===== config.mk =====
export PLATFORM = sky130hd
export DESIGN_NAME = bmf_divider
export DESIGN_NICKNAME = d
export VERILOG_FILES = /design/src/bmf_pkg.sv /design/src/bmf_div_cell.sv /design/src/bmf_divider.sv
export SDC_FILE = /design/constraint.sdc
export NUM_CORES = 1
export LEC_CHECK = 0
export BUFFER_PORTS_ARGS = -buffer_cell sky130_fd_sc_hd__buf_4
export CAP_MARGIN = 30
export CORE_MARGIN = 1
export CORE_UTILIZATION = 30
export DETAILED_ROUTE_END_ITERATION = 10
export GPL_TIMING_DRIVEN = 0
export SLEW_MARGIN = 20
export SYNTH_ARGS = -nofsm -noshare
export SYNTH_HDL_FRONTEND = slang
export SYNTH_SLANG_ARGS = --single-unit

===== constraint.sdc =====
create_clock -name clk -period 2.9 [get_ports clk]
set_input_delay 0.58 -clock clk [delete_from_list [all_inputs] [get_ports clk]]
set_output_delay 0.58 -clock clk [all_outputs]
set_load 0.02 [all_outputs]

===== src/bmf_pkg.sv =====
// Shared constants and types for the box mean filter.
`timescale 1ns / 1ps
package bmf_pkg;
  localparam int MAX_WIDTH  = 2048;
  localparam int MAX_RADIUS = 7;
  localparam int MAX_HEIGHT = 4096;
  localparam int LINE_ROWS  = 2 * MAX_RADIUS + 2;
  localparam int COL_W      = $clog2(MAX_WIDTH);
  localparam int ROW_W      = $clog2(LINE_ROWS);
  localparam int ADDR_W     = COL_W + ROW_W;
  localparam int STORE_DEPTH = LINE_ROWS * MAX_WIDTH;
  localparam int NUM_CH     = 4;
  localparam int SUM_W      = 16;
  localparam int DIV_CELLS  = 8;

  localparam logic [7:0] REG_IMAGE_WIDTH   = 8'd0;
  localparam logic [7:0] REG_IMAGE_HEIGHT  = 8'd1;
  localparam logic [7:0] REG_CHANNEL_COUNT = 8'd2;
  localparam logic [7:0] REG_WINDOW_RADIUS = 8'd3;

  localparam logic OP_PIXEL = 1'b0;

  typedef struct packed {
    logic                         valid;
    logic                         last;
    logic [7:0]                   count;
    logic [NUM_CH-1:0][SUM_W-1:0] rem;
    logic [NUM_CH-1:0][7:0]       quo;
  } div_stage_t;
endpackage


===== src/bmf_div_cell.sv =====
// One quotient-bit cell of the divider chain, all channels side by side.
`timescale 1ns / 1ps
module bmf_div_cell (
  input  logic                clk,
  input  logic                rst,
  input  bmf_pkg::div_stage_t din,
  output bmf_pkg::div_stage_t dout
);
  import bmf_pkg::*;

  logic [SUM_W-1:0] dshift;
  div_stage_t       nxt;
  logic [SUM_W-1:0] diff;

  always_comb begin
    dshift = {1'b0, din.count, 7'b0};
    nxt = din;
    diff = '0;
    for (int c = 0; c < NUM_CH; c++) begin
      if (din.rem[c] >= dshift) begin
        diff = din.rem[c] - dshift;
        nxt.quo[c] = {din.quo[c][6:0], 1'b1};
      end else begin
        diff = din.rem[c];
        nxt.quo[c] = {din.quo[c][6:0], 1'b0};
      end
      nxt.rem[c] = {diff[SUM_W-2:0], 1'b0};
    end
  end

  always_ff @(posedge clk) begin
    if (rst) begin
      dout.valid <= 1'b0;
    end else begin
      dout.valid <= din.valid;
    end
    dout.last  <= nxt.last;
    dout.count <= nxt.count;
    dout.rem   <= nxt.rem;
    dout.quo   <= nxt.quo;
  end
endmodule


===== src/bmf_divider.sv =====
// Divider: a chain of quotient-bit cells, one bit per cell, MSB first.
`timescale 1ns / 1ps
module bmf_divider (
  input  logic                clk,
  input  logic                rst,
  input  bmf_pkg::div_stage_t din,
  output bmf_pkg::div_stage_t dout
);
  import bmf_pkg::*;

  div_stage_t link [DIV_CELLS+1];

  assign link[0] = din;

  for (genvar g = 0; g < DIV_CELLS; g++) begin : g_cell
    bmf_div_cell u_cell (
      .clk  (clk),
      .rst  (rst),
      .din  (link[g]),
      .dout (link[g+1])
    );
  end

  assign dout = link[DIV_CELLS];
endmodule

==> reports/results.txt, run 1 <==
The dominant delay contributor by cell family on the critical path was compound AO/OA/AOI/OAI gates. The multi-input combinational cells in the finished layout cover a total of 13,700 µm². For this configuration, the core starts out at a cell density of 30.5%.

The fraction of layout cells with a size suffix above 1 is 17.0%. Wire length of the first global-routing pass: 92,300 µm. After synthesis, the cell types taking the most area are sky130_fd_sc_hd__dfxtp_1, sky130_fd_sc_hd__ha_1, sky130_fd_sc_hd__mux2_2, sky130_fd_sc_hd__inv_1, sky130_fd_sc_hd__xnor2_1. The most used flip-flop cell after synthesis is sky130_fd_sc_hd__dfxtp_1.

The clock root buffer is sky130_fd_sc_hd__clkbuf_16. The first routing iteration left 763 violations. The largest individual stage delay along the critical path comes from the cell sky130_fd_sc_hd__dfxtp_1. Number of placed instances, taps included: 3,928. Counting flops and latches in the post-synthesis netlist gives 592.

The total overflow left after global routing is 0. After synthesis, the share of flip-flops with an asynchronous set or reset is 0%. The total global routing track utilization is 12.9%. After floorplanning, the core was sized to cover 87,300 µm².

The logs give 0 ns for the aggregate negative setup slack and 8,788 for the fill cell total of the finished layout. The mean cell area of the mapped netlist came out at 10.3 µm². The largest total area in the synthesized netlist belongs to sky130_fd_sc_hd__dfxtp_1. The worst register-to-register path begins at g_cell[0].u_cell.dout[97]. For the number of nets with antenna violations after routing, the log shows 0. The worst hold path class is primary input to flop. In the final layout, the registers with the most flip-flops are g_cell.u_cell.dout (592). Count of endpoints failing setup in the final report: 0. The sequential cells in the finished layout cover a total of 11,900 µm². The count of flip-flops with a built-in enable after synthesis came out at 0. In this run the critical register-to-register path is captured at g_cell[1].u_cell.dout[42].

After detailed routing, the number of remaining DRC violations is 0. The Yosys warning count came out at 0. The kind of start point of the critical path is a flop.

The actual slew at the worst max-slew pin was 0.668 ns; the die width was 300 µm. The finished cells cover 31,700 µm². The largest single stage delay on the critical path is 0.61 ns. After synthesis, the most frequently instantiated cells are sky130_fd_sc_hd__dfxtp_1, sky130_fd_sc_hd__ha_1, sky130_fd_sc_hd__inv_1.

The placed instances occupy a cell area of 29,300 µm². The count of buffers added on input and output ports is 149. The via count of the first global-routing pass is 17,300.

The highest clock rate is 0.367 GHz. The final layout contains 3,241 nets. The number of sinks handled by clock tree synthesis was 592.

The number of vias per cell came out at 4.49. The worst setup path is captured at a flop. Traced cell by cell, the critical path runs through inv_1 -> ha_1 -> nor2b_1 -> o211ai_1 -> a21boi_0 -> nor2_1 -> o21ai_4 -> mux2_4.

The final count of hold timing violations is 0. Summed over all cells, the static leakage comes to 14.2 nW. The finished layout holds 4,052 standard cells, fillers aside.

In this run the tightest slew margin relative to its limit is 55.5%. The most critical setup path has its endpoint at g_cell[1].u_cell.dout[42]. Setup repair after global routing left no endpoint under its margin.

The cell area after synthesis was 26,600 µm². The first TritonRoute pass finished after 5 iterations. The register with the most flip-flops in the layout has 592 of them. Yosys mapped the design onto 74 distinct sky130hd cell types. The number of antenna violations at the first check in global routing is 0, and the clock edge transition at the registers on the reported setup and hold paths is 0.06 ns. The smallest clock period supported by the final layout is computed as 2.73 ns. The logs give 0 for the number of max-slew violations in the final report and 3.23 ns for the critical path arrival. The die extent in y works out to 300 µm.

The tools report the worst-skew pair later-pin latency as 0.60 ns. The cell count of the worst reg-to-reg path is 8. The tools report the count of max-cap constraint violations as 0. Buffers inserted during clock tree synthesis total 70. The run gives -0.00250 ns as the worst-case setup slack after placement.

The leading cell type by number of instances after synthesis was sky130_fd_sc_hd__dfxtp_1. Dividing the final minimum period by the clock period gives 94.0%. The full die area is 89,900 µm², and the count of cell instances traversed by the critical path is 8. The logs give 0.174 ns for the final worst-path setup slack and 46,200 µm for the detailed placement HPWL. The H-tree depth is 3. The area share of the leading cell type in the synthesized netlist works out to 44.5%. The run gives 0.000681 V as the largest voltage drop on the vdd net. The weighted congestion at the end of routability-driven global placement came out at 0.880. The critical path is of the flop to flop type.

STA puts the critical path data required time at 3.40 ns. TritonCTS built the clock tree. Across all hold checks on the routed design, the worst slack comes to 0.0593 ns.

The critical path buffer and inverter count was 1. Entering global routing, the biggest net connects 15 pins. The overall power after layout was 36.5 mW; the final worst clock skew was 0.0262 ns. The per-cell routed wire length was 14.5 µm.

Sequential elements use 44.5% of the synthesized area. The worst register-to-register path has a setup slack of 0.17 ns. Relative to the synthesized area, the layout overhead comes to 19.3%.

The run finished with clean final reports. The tools report the source of the critical timing path as g_cell[0].u_cell.dout[97]. In this run the count of I/O pins placed on the die edge is 214. The most flop-heavy register was g_cell.u_cell.dout. The power per cell area was 1150 nW/µm²; the number of standard-cell rows in the floorplan was 108. The largest buffer count on any clock path was 3; the total wire length after detailed routing was 58,800 µm. After technology mapping, the gate count stands at 2,593.

The number of antenna repair diodes was 0. The tools report the count of vias placed by the detailed router as 18,200. For the final core utilization, the log shows 36.4%. The critical-path maximum fanout works out to 8. Hold repair after CTS inserted 0 buffers.
[cell families (layout without fill, tap and decap cells)]
kind of cell / Yosys count / after routing / share of synthesized area [%]
buf+inv: 276 / 549 / 4.43
mux: 162 / 162 / 6.86
fa+ha+maj: 288 / 288 / 14.4
other cells: 1 / 32 / 0.0141
flops: 592 / 592 / 44.5
compound gates: 576 / 576 / 15.0
xor+xnor: 105 / 105 / 3.46
simple gates: 593 / 593 / 11.3
[where the power goes]
| group | switching (mW) | leakage [nW] | internal [mW] | total, mW |
|---|---|---|---|---|
| logic | 7.85 | 8.03 | 7.34 | 15.2 |
| registers | 1.30 | 4.99 | 10.9 | 12.2 |
| clock network | 3.58 | 1.17 | 5.53 | 9.11 |
| total | 12.7 | 14.2 | 23.7 | 36.5 |
[layer usage]
metal  up-vias  track usage (%)  part of all wire (%)  routed length, µm
li1       9606                -                     -                  -
met1      8130             16.7                    48              28100
met2       333             21.3                    45              26700
met3       115             2.04                   3.2               1890
met4         0             5.22                   3.6               2090
met5         -                0                     0                  0
[layout by cell type, fill, tap and decap left out, types with 82 or more instances in the layout]
cell type / count
sky130_fd_sc_hd__a21oi_1: 107
sky130_fd_sc_hd__buf_4: 181
sky130_fd_sc_hd__dfxtp_1: 587
sky130_fd_sc_hd__ha_1: 256
sky130_fd_sc_hd__inv_1: 228
sky130_fd_sc_hd__mux2_2: 102
sky130_fd_sc_hd__nand2_1: 110
sky130_fd_sc_hd__nor2_1: 180
sky130_fd_sc_hd__o21ai_0: 139
sky130_fd_sc_hd__xnor2_1: 82
[worst reg2reg max path, delay by kind of cell, from the launching register on]
kind / cells / cell delay [ns]
flops: 1 / 0.61
buf+inv: 1 / 0.26
compound gates: 3 / 0.72
fa+ha+maj: 1 / 0.36
mux: 1 / 0.34
simple gates: 2 / 0.33
[area by class of cell]
class,instances,area share [%]
Tap cell,1155,4.55
Clock buffer,89,6.13
Sequential cell,592,37.4
Multi-Input combinational cell,1756,43.2
Buffer,46,0.993
Inverter,230,2.72
Timing Repair Buffer,149,3.52
Clock inverter,35,1.54
[how the worst min path moves through the flow]
stage,start,to,slack (ns),cells after the start
6_report,din[104],g_cell[0].u_cell.dout[104],0.06,1
5_1_grt,din[104],g_cell[0].u_cell.dout[104],0.02,1
4_1_cts,din[104],g_cell[0].u_cell.dout[104],0.007,1
3_5_place_dp,g_cell[5].u_cell.dout[20],g_cell[6].u_cell.dout[21],0.31,0
3_3_place_gp,g_cell[3].u_cell.dout[2],g_cell[4].u_cell.dout[3],0.31,0
2_1_floorplan,g_cell[0].u_cell.dout[104],g_cell[1].u_cell.dout[104],0.31,0
[repair_timing]
action,4_1_cts,5_1_grt
pin swaps,0,0
gates resized for setup,2,6
setup endpoints to repair,8,64
setup buffers,0,0
(Power assumes the default switching activity.)
==> run 2, diff against run 1 <==
--- a/config.mk
+++ b/config.mk
@@ -8,10 +8,11 @@
 export BUFFER_PORTS_ARGS = -buffer_cell sky130_fd_sc_hd__buf_4
 export CAP_MARGIN = 30
 export CORE_MARGIN = 1
-export CORE_UTILIZATION = 30
+export CORE_UTILIZATION = 60
+export CTS_BUF_LIST = sky130_fd_sc_hd__clkbuf_4 sky130_fd_sc_hd__clkbuf_8
 export DETAILED_ROUTE_END_ITERATION = 10
 export GPL_TIMING_DRIVEN = 0
-export SLEW_MARGIN = 20
+export PLACE_DENSITY = 0.8
 export SYNTH_ARGS = -nofsm -noshare
 export SYNTH_HDL_FRONTEND = slang
 export SYNTH_SLANG_ARGS = --single-unit
==> reports/results.txt, run 2 (same netlist as run 1, synthesis figures left out) <==
The flow ran to the end, and the final reports show no timing, DRC or antenna violations. The logs give 0 (unchanged) for the number of nets with antenna violations after routing and 0 (unchanged) for the count of endpoints failing setup in the final report. The count of buffers from port buffering is 149 (unchanged), and the final period demand of the worst path is 2.68 ns (was 2.73 ns). The iteration-0 DRC count of the detailed router is 1,099 (was 763), and the die width is 213 µm (was 300 µm). The commonest non-fill, non-tap cell in the layout was sky130_fd_sc_hd__dfxtp_1 (unchanged).

The tools report the sort of element at the end of the critical path as a flop (unchanged). The per-cell routed wire length works out to 16.3 µm (was 14.5 µm). The number of vias per cell works out to 5.43 (was 4.49). The worst hold path class was primary input to flop (unchanged). For the final count of hold timing violations, the log shows 0 (unchanged).

Launch instance of the worst min-delay path: din[105] (was din[104]). The highest clock rate came out at 0.373 GHz (was 0.367 GHz). Commonest cells after routing, fill and taps aside: sky130_fd_sc_hd__dfxtp_1, sky130_fd_sc_hd__ha_1, sky130_fd_sc_hd__inv_1 (unchanged). The number of sinks handled by clock tree synthesis came out at 592 (unchanged).

Dominant delay contributor by cell family on the critical path: compound AO/OA/AOI/OAI gates (unchanged). The clock edge transition at the registers on the reported setup and hold paths is 0.06 ns (about the same), and the count of vias placed by the detailed router is 19,300 (was 18,200). H-tree depth: 3 (unchanged). Largest registers: g_cell.u_cell.dout (592) (unchanged).

Required time reported for the critical path endpoint: 3.44 ns (was 3.40 ns). The fraction of layout cells with a size suffix above 1 is 18.2% (was 17.0%), and the final worst clock skew is 0.0273 ns (was 0.0262 ns). The tools report the kind of start point of the critical path as a flop (unchanged). The run gives 45,500 µm (was 46,200 µm) as the detailed placement HPWL. TritonCTS built the clock tree. The number of max-slew violations in the final report was 0 (unchanged).

The weighted congestion at the end of routability-driven global placement came out at 0.929 (was 0.880). The startpoint-to-endpoint class of the critical path was flop to flop (unchanged). The tools report the number of antenna repair diodes as 0 (unchanged).

The worst-skew pair later-pin latency came out at 0.67 ns (was 0.60 ns). The flip-flop count of the largest register, all copies and words added was 592 (unchanged). The run gives 3,553 (was 4,052) as the count of placed standard cells in the final layout, fillers left out.

For the final net count, the log shows 3,299 (was 3,241). The critical path buffer and inverter count works out to 2 (was 1). The period utilization came out at 92.6% (was 94.0%).

For the detailed-route DRC error count, the log shows 0 (unchanged). The reg-to-reg critical path startpoint was g_cell[5].u_cell.dout[97] (was g_cell[0].u_cell.dout[97]). The peak per-stage delay on the critical path is 0.50 ns (was 0.61 ns). The die extent in y works out to 213 µm (was 300 µm).

For the number of placed instances, taps included, the log shows 3,358 (was 3,928). CP cell instances: inv_1 -> ha_1 -> nor2b_1 -> o21a_1 -> nor4_1 -> o21ai_0 -> o31a_1 -> buf_2 -> mux2_2 (was inv_1 -> ha_1 -> nor2b_1 -> o211ai_1 -> a21boi_0 -> nor2_1 -> o21ai_4 -> mux2_4). Total global routing track utilization: 26.1% (was 12.9%). The largest voltage drop on the vdd net was 0.000536 V (was 0.000681 V).

The final non-filler cell area came out at 31,000 µm² (was 31,700 µm²). Power per cell area: 1130 nW/µm² (was 1150 nW/µm²). The area overhead of the layout relative to synthesis is 16.5% (was 19.3%).

The most flop-heavy register is g_cell.u_cell.dout (unchanged). The standard cell with the maximum stage delay on the critical path is sky130_fd_sc_hd__dfxtp_2 (was sky130_fd_sc_hd__dfxtp_1). The worst slew margin relative to its limit came out at 62.0% (was 55.5%). The source of the critical timing path is g_cell[5].u_cell.dout[97] (was g_cell[0].u_cell.dout[97]). The number of antenna violations at the first check in global routing is 0 (unchanged), and the maximum number of pins on one net before global-route repair is 14 (was 15). The tools report the full die area as 45,200 µm² (was 89,900 µm²). The overall power after layout was 34.9 mW (was 36.5 mW). The area of the core is 43,400 µm² (was 87,300 µm²), and the total wire length after detailed routing is 57,900 µm (was 58,800 µm). The top-level port count came out at 214 (unchanged). The run gives 3.22 ns (was 3.23 ns) as the critical path arrival.

The buffer count from post-CTS setup fixing is 0 (unchanged), and the actual slew at the worst max-slew pin is 0.564 ns (was 0.668 ns). The run gives 61.4% (was 30.5%) as the starting density of the core. The critical-path maximum fanout is 8 (unchanged).

Setup repair after global routing left no endpoint under its margin. The wire length of the first global-routing pass came out at 93,400 µm (was 92,300 µm). Clock root buffer: sky130_fd_sc_hd__clkbuf_8 (was sky130_fd_sc_hd__clkbuf_16). The cell area after placement is 28,600 µm² (was 29,300 µm²). The count of max-cap constraint violations was 0 (unchanged). The tools report the number of detailed-routing iterations run before antenna repair as 5 (unchanged). The number of buffers created by CTS came out at 93 (was 70). The logs give 76 (was 108) for the number of standard-cell rows in the floorplan and 3 (unchanged) for the largest buffer count on any clock path.

The via count of the first global-routing pass is 19,600 (was 17,300). Residual overflow from global routing: 0 (unchanged). The run gives 14.3 nW (was 14.2 nW) as the leakage dissipation.
run 2: cell types whose count changed in the layout (fill, tap and decap cells not counted), moves of 2 or more:
cell / before / now
sky130_fd_sc_hd__clkinvlp_4: 7 / 1
sky130_fd_sc_hd__clkbuf_4: 0 / 17
sky130_fd_sc_hd__clkinv_4: 3 / 0
sky130_fd_sc_hd__clkbuf_1: 9 / 0
sky130_fd_sc_hd__clkinv_2: 7 / 16
sky130_fd_sc_hd__clkbuf_16: 72 / 0
sky130_fd_sc_hd__inv_8: 0 / 2
sky130_fd_sc_hd__clkbuf_8: 8 / 113
sky130_fd_sc_hd__dlygate4sd3_1: 0 / 35
sky130_fd_sc_hd__clkinv_8: 2 / 0
sky130_fd_sc_hd__inv_6: 6 / 3
run 2: per-layer routing:
metal,vias up,part of all wire [%],track usage (%)
li1,9742,-,-
met3,201,3.6,4.17
met2,477,51,48.4
met4,0,5.4,16.2
met1,8881,40,27.3
met5,-,0,0
run 2: metrics by stage:
step | hold WS, ns | util, % | worst slack, ns | TNS (ns)
2_1_floorplan | 0.310 | - | 0.576 | 0
3_3_place_gp | 0.310 | 65.9 | -0.00722 | -0.00853
3_5_place_dp | 0.312 | 65.9 | -0.0260 | -0.0983
4_1_cts | 0.0588 | 71.5 | 0.00322 | 0
5_1_grt | 0.0854 | 71.5 | 0.0437 | 0
6_report | 0.123 | 71.5 | 0.216 | 0
run 2: path summary, 6_finish.rpt:
kind / depth (start not counted) / end / slack [ns]
setup reg to reg: 9 / g_cell[6].u_cell.dout[62] / 0.22
hold / removal: 2 / g_cell[0].u_cell.dout[105] / 0.12
setup / recovery: 9 / g_cell[6].u_cell.dout[62] / 0.22
hold reg to reg: 0 / g_cell[4].u_cell.dout[26] / 0.31
run 2: cell type report:
| class | instances | area (µm²) |
|---|---|---|
| multi-input combinational | 1756 | 13700 |
| tap | 585 | 732 |
| inverter | 230 | 863 |
| timing repair buffer | 184 | 1470 |
| fill | 3217 | 12400 |
| buffer | 46 | 315 |
| clock buffer | 130 | 1680 |
| clock inverter | 30 | 377 |
| sequential | 592 | 11900 |
run 2: report_power, final:
part / switching, mW / leakage, nW / internal [mW]
sequential: 1.24 / 4.99 / 10.9
clock: 3.12 / 1.09 / 4.47
combinational: 7.83 / 8.18 / 7.38
run 2: worst register-to-register path, stage by stage, from the launching register on:
cell and delay, ns:
sky130_fd_sc_hd__dfxtp_2 0.50, sky130_fd_sc_hd__inv_1 0.22, sky130_fd_sc_hd__ha_1 0.34, sky130_fd_sc_hd__nor2b_1 0.13, sky130_fd_sc_hd__o21a_1 0.17, sky130_fd_sc_hd__nor4_1 0.07, sky130_fd_sc_hd__o21ai_0 0.32, sky130_fd_sc_hd__o31a_1 0.22
sky130_fd_sc_hd__buf_2 0.22, sky130_fd_sc_hd__mux2_2 0.36
run 2: what timing repair did:
item                                    CTS  global route
hold buffers                             35             0
endpoints found under the setup margin   22            42
endpoints found under the hold margin    35             0
resized for setup                         3             6
